<file path="src/hdl/pcm_pkg.sv">
// Shared widths, fixed-point constants and the rotator angle table.
`default_nettype none

package pcm_pkg;

  // Datapath widths
  localparam int unsigned MAG_W  = 24;  // input magnitude, Q12.12
  localparam int unsigned ANG_W  = 24;  // input angle, Q3.20
  localparam int unsigned PROD_W = 48;  // magnitude product, Q24.24
  localparam int unsigned ZU_W   = 36;  // unsigned angle during range reduction, Q.30
  localparam int unsigned ZW     = 34;  // signed rotator residual angle, Q.30
  localparam int unsigned XW     = 58;  // signed rotator vector component, Q24.30 plus gain
  localparam int unsigned OUT_W  = 48;  // result part, Q27.20

  // Angle constants in Q.30
  localparam logic [ZU_W-1:0] HALF_PI        = 36'd1686629713;
  localparam logic [ZU_W-1:0] PI             = 36'd3373259426;
  localparam logic [ZU_W-1:0] TWO_PI         = 36'd6746518852;
  localparam logic [ZU_W-1:0] TWO_PI_X2      = 36'd13493037704;
  localparam logic [ZU_W-1:0] TWO_PI_X3      = 36'd20239556556;
  localparam logic [ZU_W-1:0] TWO_PI_X4      = 36'd26986075408;
  localparam logic [ZU_W-1:0] TWO_PI_LESS_HP = 36'd5059889139;

  // Inverse rotator gain in Q0.32
  localparam logic [31:0] INV_GAIN = 32'd2608131496;

  // Negative results above -0.005 (Q.20) snap to zero
  localparam logic [OUT_W-1:0]        SNAP_MAG = 48'd5243;
  localparam logic signed [OUT_W-1:0] SNAP_NEG = -48'sd5243;

  typedef struct packed {
    logic signed [XW-1:0] x;
    logic signed [XW-1:0] y;
    logic signed [ZW-1:0] z;
  } vec_t;

  // atan(2^-i) in Q.30, rounded to nearest
  function automatic logic [ZW-1:0] atan_q30(input int unsigned i);
    logic [ZW-1:0] r;
    begin
      r = '0;
      case (i)
        0: r = 34'd843314857;
        1: r = 34'd497837829;
        2: r = 34'd263043837;
        3: r = 34'd133525159;
        4: r = 34'd67021687;
        5: r = 34'd33543516;
        6: r = 34'd16775851;
        7: r = 34'd8388437;
        8: r = 34'd4194283;
        9: r = 34'd2097149;
        default: begin
          if (i <= 30) begin
            r = ZW'(64'd1 << (30 - i));
          end else begin
            r = '0;
          end
        end
      endcase
      return r;
    end
  endfunction

endpackage

`default_nettype wire

</file>
<file path="src/hdl/pcm_gain_round.sv">
// Gain removal, rounding to Q27.20 and near-zero snap for one vector component.
`default_nettype none

module pcm_gain_round (
  input  wire logic                               clk_i,
  input  wire logic                               rst_ni,
  input  wire logic                               valid_i,
  input  wire logic signed [pcm_pkg::XW-1:0]      v_i,
  output logic                                    valid_o,
  output logic signed [pcm_pkg::OUT_W-1:0]        r_o
);

  logic [3:0] vld_q;

  logic [pcm_pkg::XW-1:0]    v_abs;
  logic [pcm_pkg::XW-2:0]    a1_q;
  logic                      neg1_q, neg2_q, neg3_q;
  logic [56:0]               phi_d, phi_q;
  logic [63:0]               plo_d, plo_q, lo_rnd;
  logic [57:0]               m_d, m_q, m_rnd;
  logic [pcm_pkg::OUT_W-1:0] q;
  logic signed [pcm_pkg::OUT_W-1:0] r_d, r_q;

  // Stage 1: sign and magnitude
  assign v_abs = v_i[pcm_pkg::XW-1] ? -v_i : v_i;

  // Stage 2: scale by the inverse gain in two partial products
  assign phi_d = {32'd0, a1_q[pcm_pkg::XW-2:32]} * {25'd0, pcm_pkg::INV_GAIN};
  assign plo_d = {32'd0, a1_q[31:0]} * {32'd0, pcm_pkg::INV_GAIN};

  // Stage 3: join the partial products, rounding the low one
  assign lo_rnd = plo_q + 64'h0000_0000_8000_0000;
  assign m_d    = {1'b0, phi_q} + {26'd0, lo_rnd[63:32]};

  // Stage 4: round to Q.20, restore sign, snap tiny negatives
  assign m_rnd = m_q + 58'd512;
  assign q     = m_rnd[57:10];

  always_comb begin
    if (!neg3_q) begin
      r_d = $signed(q);
    end else if (q < pcm_pkg::SNAP_MAG) begin
      r_d = '0;
    end else begin
      r_d = -$signed(q);
    end
  end

  always_ff @(posedge clk_i or negedge rst_ni) begin
    if (!rst_ni) begin
      vld_q <= '0;
    end else begin
      vld_q <= {vld_q[2:0], valid_i};
    end
  end

  always_ff @(posedge clk_i) begin
    a1_q   <= v_abs[pcm_pkg::XW-2:0];
    neg1_q <= v_i[pcm_pkg::XW-1];
    phi_q  <= phi_d;
    plo_q  <= plo_d;
    neg2_q <= neg1_q;
    m_q    <= m_d;
    neg3_q <= neg2_q;
    r_q    <= r_d;
  end

  assign valid_o = vld_q[3];
  assign r_o     = r_q;

  a_snap_neg: assert property (@(posedge clk_i) disable iff (!rst_ni)
    (vld_q[3] && r_q[pcm_pkg::OUT_W-1]) |-> (r_q <= pcm_pkg::SNAP_NEG))
    else $error("negative result above snap limit");

endmodule

`default_nettype wire

</file>
<file path="config.mk">
export PLATFORM = sky130hd
export DESIGN_NAME = pcm_gain_round
export DESIGN_NICKNAME = d
export VERILOG_FILES = /design/src/hdl/pcm_pkg.sv /design/src/hdl/pcm_gain_round.sv
export SDC_FILE = /design/constraint.sdc
export NUM_CORES = 2
export LEC_CHECK = 0
export BUFFER_PORTS_ARGS = -buffer_cell sky130_fd_sc_hd__buf_2
export CORE_ASPECT_RATIO = 1.4
export CORE_MARGIN = 10
export CORE_UTILIZATION = 57
export CTS_CLUSTER_SIZE = 24
export DETAILED_ROUTE_END_ITERATION = 6
export HOLD_SLACK_MARGIN = 0.08
export MAX_ROUTING_LAYER = met4
export PLACE_DENSITY = 0.74
export SETUP_SLACK_MARGIN = 0.5
export SLEW_MARGIN = 20
export SYNTH_ARGS = -nofsm -noshare
export SYNTH_HDL_FRONTEND = slang
export SYNTH_SLANG_ARGS = --single-unit
export TNS_END_PERCENT = 100
</file>
<file path="constraint.sdc">
create_clock -name clk_i -period 15.1 [get_ports clk_i]
set_clock_uncertainty 0.15 [all_clocks]
set_input_delay 0.755 -clock clk_i [delete_from_list [all_inputs] [get_ports clk_i]]
set_output_delay 0.755 -clock clk_i [all_outputs]
set_load 0.05 [all_outputs]
</file>
==> results.md <==
* Nature of the critical path endpoint: flop
* Syn Inst Count at ~4,300
* Relative slew slack at 31.5%
* Crit path kind: reg2reg
* DIE HEIGHT at between 300 and 400 µm
* R2r worst-path depth at 23
* Pin count of the biggest net entering global routing at 60
* Non-Filler Instances at between 5,000 and 6,000
* Post-DP HPWL at 100,000 µm
* CP dominant cell by count: fa_1
* Horiz. Die Dim at roughly 250 µm
* PortBufs at about 110
* WL per Instance at between 20 and 25 µm
* Clk_lat worst skew at between 600 and 700 ps
* Top Ports at 110
* Initial antenna violation count at 2
* Max-cap violations at 0
* Via/cell ratio at between 5 and 6
* Share of cells above drive strength 1 at approximately 5.5%
* Hold Vio Cnt, Final at 0
* Mapped cell area at roughly 42,000 µm²
* Placed cells at around 5,300
* Crit path max fanout at 7
* Pre-Repair DR Iteration Count at 5
* Fin. max-slew vios at 0
* Core Area at about 73,000 µm²
* Filler cell count at approximately 6,200
* Vias in the first global route at roughly 31,000
* Residual DRC at 0
* Hold path depth at 1
* Hold Crit Start: v_i[0]
* Status: completed
* Reg2reg end: plo_q[59]$_DFF_P_
* Seq/Total Area, Yosys at between 10% and 20%
* Clk buf depth at 3
* HP Class: in2reg
* Synthesized netlist net count at 5,719
* Post-Route Setup TNS at 0 ps
* Initial core utilization at 57.7%
* Htree depth at 1
* Post-DP Area at roughly 44,000 µm²
* Commonest non-fill, non-tap cell in the layout: inv_1
* Final Setup Violations at 0
* CTS tree: yes
* Most frequent cells in the layout: inv_1, fa_1, ha_1
* Global-route usage over all layers at 27.7%
* Data arrival time of the worst path at approximately 9000 ps
* Worst-path clk slew at 70 ps
* CP peak stage delay at between 600 and 700 ps
* Post-CTS Resized at 0
* CP delay by family, top: adder cells
* CTS Sinks at between 200 and 250
* Cts bufs inserted at 28
* Total number of vias at between 20,000 and 30,000
* Flip-flop and latch count after synthesis at roughly 250
* Post-synthesis cell type count at 92
* CP Data Required Time at 15,460 ps
* # Post-CTS Setup Buffers at 0
* Die area at around 85,000 µm²
* First-pass GRT wire length at ~180,000 µm
* Slowest-stage cell, CP: dfxtp_1
* DRT antenna net count at 0
* Synth Warn # at 0
* GRT overflow at 0
* Final instance area at ~45,000 µm²
* Hold slack at roughly 160 ps
* Unrepaired setup endpoints after global routing: no
* RD Place Congestion at 1.02
* Hold EP: a1_q[0]$_DFF_P_
* Asr flop ratio synth at between 1.5 and 2%
* Achievable clock frequency at about 0.12 GHz
* Syn-to-layout area delta at 6.27%
* Reg2Reg Setup Slack at roughly 6500 ps
* DRT iter0 DRCs at between 1,500 and 2,000
* Most used flip-flop cell after synthesis: dfxtp_1
* Post-synthesis average cell area at 9.89 µm²
* Post-Route WL at around 110,000 µm
* Final #Nets at between 5,000 and 6,000
* # rows at 117
* Critical path buffers and inverters at 4
* Final min period at between 8000 and 9000 ps
* Period utilisation layout at around 57%
* Crit path launch type: flop
* EDFF count, synth at 0
* Worst-margin pin slew at between 1000 and 1500 ps
* Critical-path cell list: ha_1, fa_1, inv_1, fa_1, fa_1, fa_1, inv_1, fa_1, fa_1, inv_1, fa_1, inv_1, ha_1, a21o_1, a221oi_1, o21ai_0, a22o_1, o2111ai_1, a21oi_1, o31a_1, a31o_2, a221oi_1, xnor2_1
* Clk root buf: clkbuf_16
* Worst r2r src: a1_q[14]$_DFF_P_
-- final cells by class --
class	count	area [µm²]	share of cell area [%]
Antenna cell	3	7.51	0.0168
Clock buffer	34	763	1.71
Multi-Input combinational cell	2813	32600	72.8
Tap cell	952	1190	2.66
Clock inverter	18	283	0.632
Inverter	1137	4270	9.54
Timing Repair Buffer	123	656	1.47
Sequential cell	248	4980	11.1
-- logic make-up (layout without fill, tap and decap cells) --
kind of cell / count (synthesis) / count (layout) / synth area share (%)
fa+ha+maj: 1404 / 1404 / 55.6
compound gates: 488 / 488 / 7.68
flops: 248 / 248 / 11.8
other cells: 0 / 3 / 0
mux: 10 / 10 / 0.253
simple gates: 654 / 654 / 8.50
xor+xnor: 257 / 257 / 5.35
buf+inv: 1193 / 1312 / 10.8
-- synthesized netlist by cell type (all sizes together), types with 19 or more instances --
cell    count  area share [%]
clkbuf     37            0.33
xnor2     168             3.5
fa        776              37
and2       25            0.37
nand2     151             1.4
a21o       62             1.1
nor3       52            0.72
nand4      48            0.78
dfxtp     244              12
ha        628              19
and3       44            0.65
a21oi     128             1.5
nand3      78            0.98
o21a       26            0.46
o21ai      93             1.1
or3        28            0.43
nand2b     22            0.33
inv      1137              10
o22ai      25            0.37
buf        19            0.31
nor2      111             1.0
xor2       89             1.9
-- through the flow --
step                      worst slack, ps  util [%]
after global routing                 6110      61.3
final                                6540      61.3
after floorplan                      7720         -
after detailed placement             6620      59.9
after CTS                            6580      61.3
after global placement               6710      59.9
-- how the worst max path moves through the flow --
stage,start,endpoint,cells past startpoint
finish,a1_q[14]$_DFF_P_,plo_q[59]$_DFF_P_,23
global route,a1_q[4]$_DFF_P_,plo_q[63]$_DFF_P_,25
CTS,a1_q[15]$_DFF_P_,plo_q[63]$_DFF_P_,23
detailed placement,a1_q[15]$_DFF_P_,plo_q[59]$_DFF_P_,23
global placement,a1_q[14]$_DFF_P_,plo_q[59]$_DFF_P_,23
floorplan,a1_q[11]$_DFF_P_,plo_q[59]$_DFF_P_,23
-- timing repair --
action | in CTS | in global routing
hold endpoints to repair | 5 | 0
endpoints found under the setup margin | 0 | 0
hold buffers | 2 | 0
-- worst register-to-register path: stages, from the launching register on --
cell       delay (ps)
dfxtp_1           690
ha_1              430
fa_1              540
inv_1              50
fa_1              460
fa_1              480
fa_1              550
inv_1              90
fa_1              510
fa_1              550
inv_1              50
fa_1              500
inv_1              40
ha_1              300
a21o_1            180
a221oi_1          600
o21ai_0           390
a22o_1            290
o2111ai_1         270
a21oi_1           190
o31a_1            430
a31o_2            280
a221oi_1          330
xnor2_1           150
-- metal layers --
| metal | part of all wire [%] | GRT usage, % | vias up |
|---|---|---|---|
| met3 | 4.4 | 3.15 | 254 |
| met2 | 51 | 47.6 | 782 |
| met4 | 5.5 | 13.0 | 0 |
| met1 | 39 | 32.0 | 14608 |
| li1 | - | - | 13594 |
| met5 | 0 | - | - |
-- sequential cells by signal, summed over array words and instances, names as in the netlist --
register and count:
r_o 48, phi_q 54, plo_q 33, m_q 49, neg1_q 1, neg2_q 1
vld_q 4, a1_q 57, neg3_q 1
Power is not shown: default switching activity piles up to over one toggle a cycle in this logic, so the estimate is an artifact.
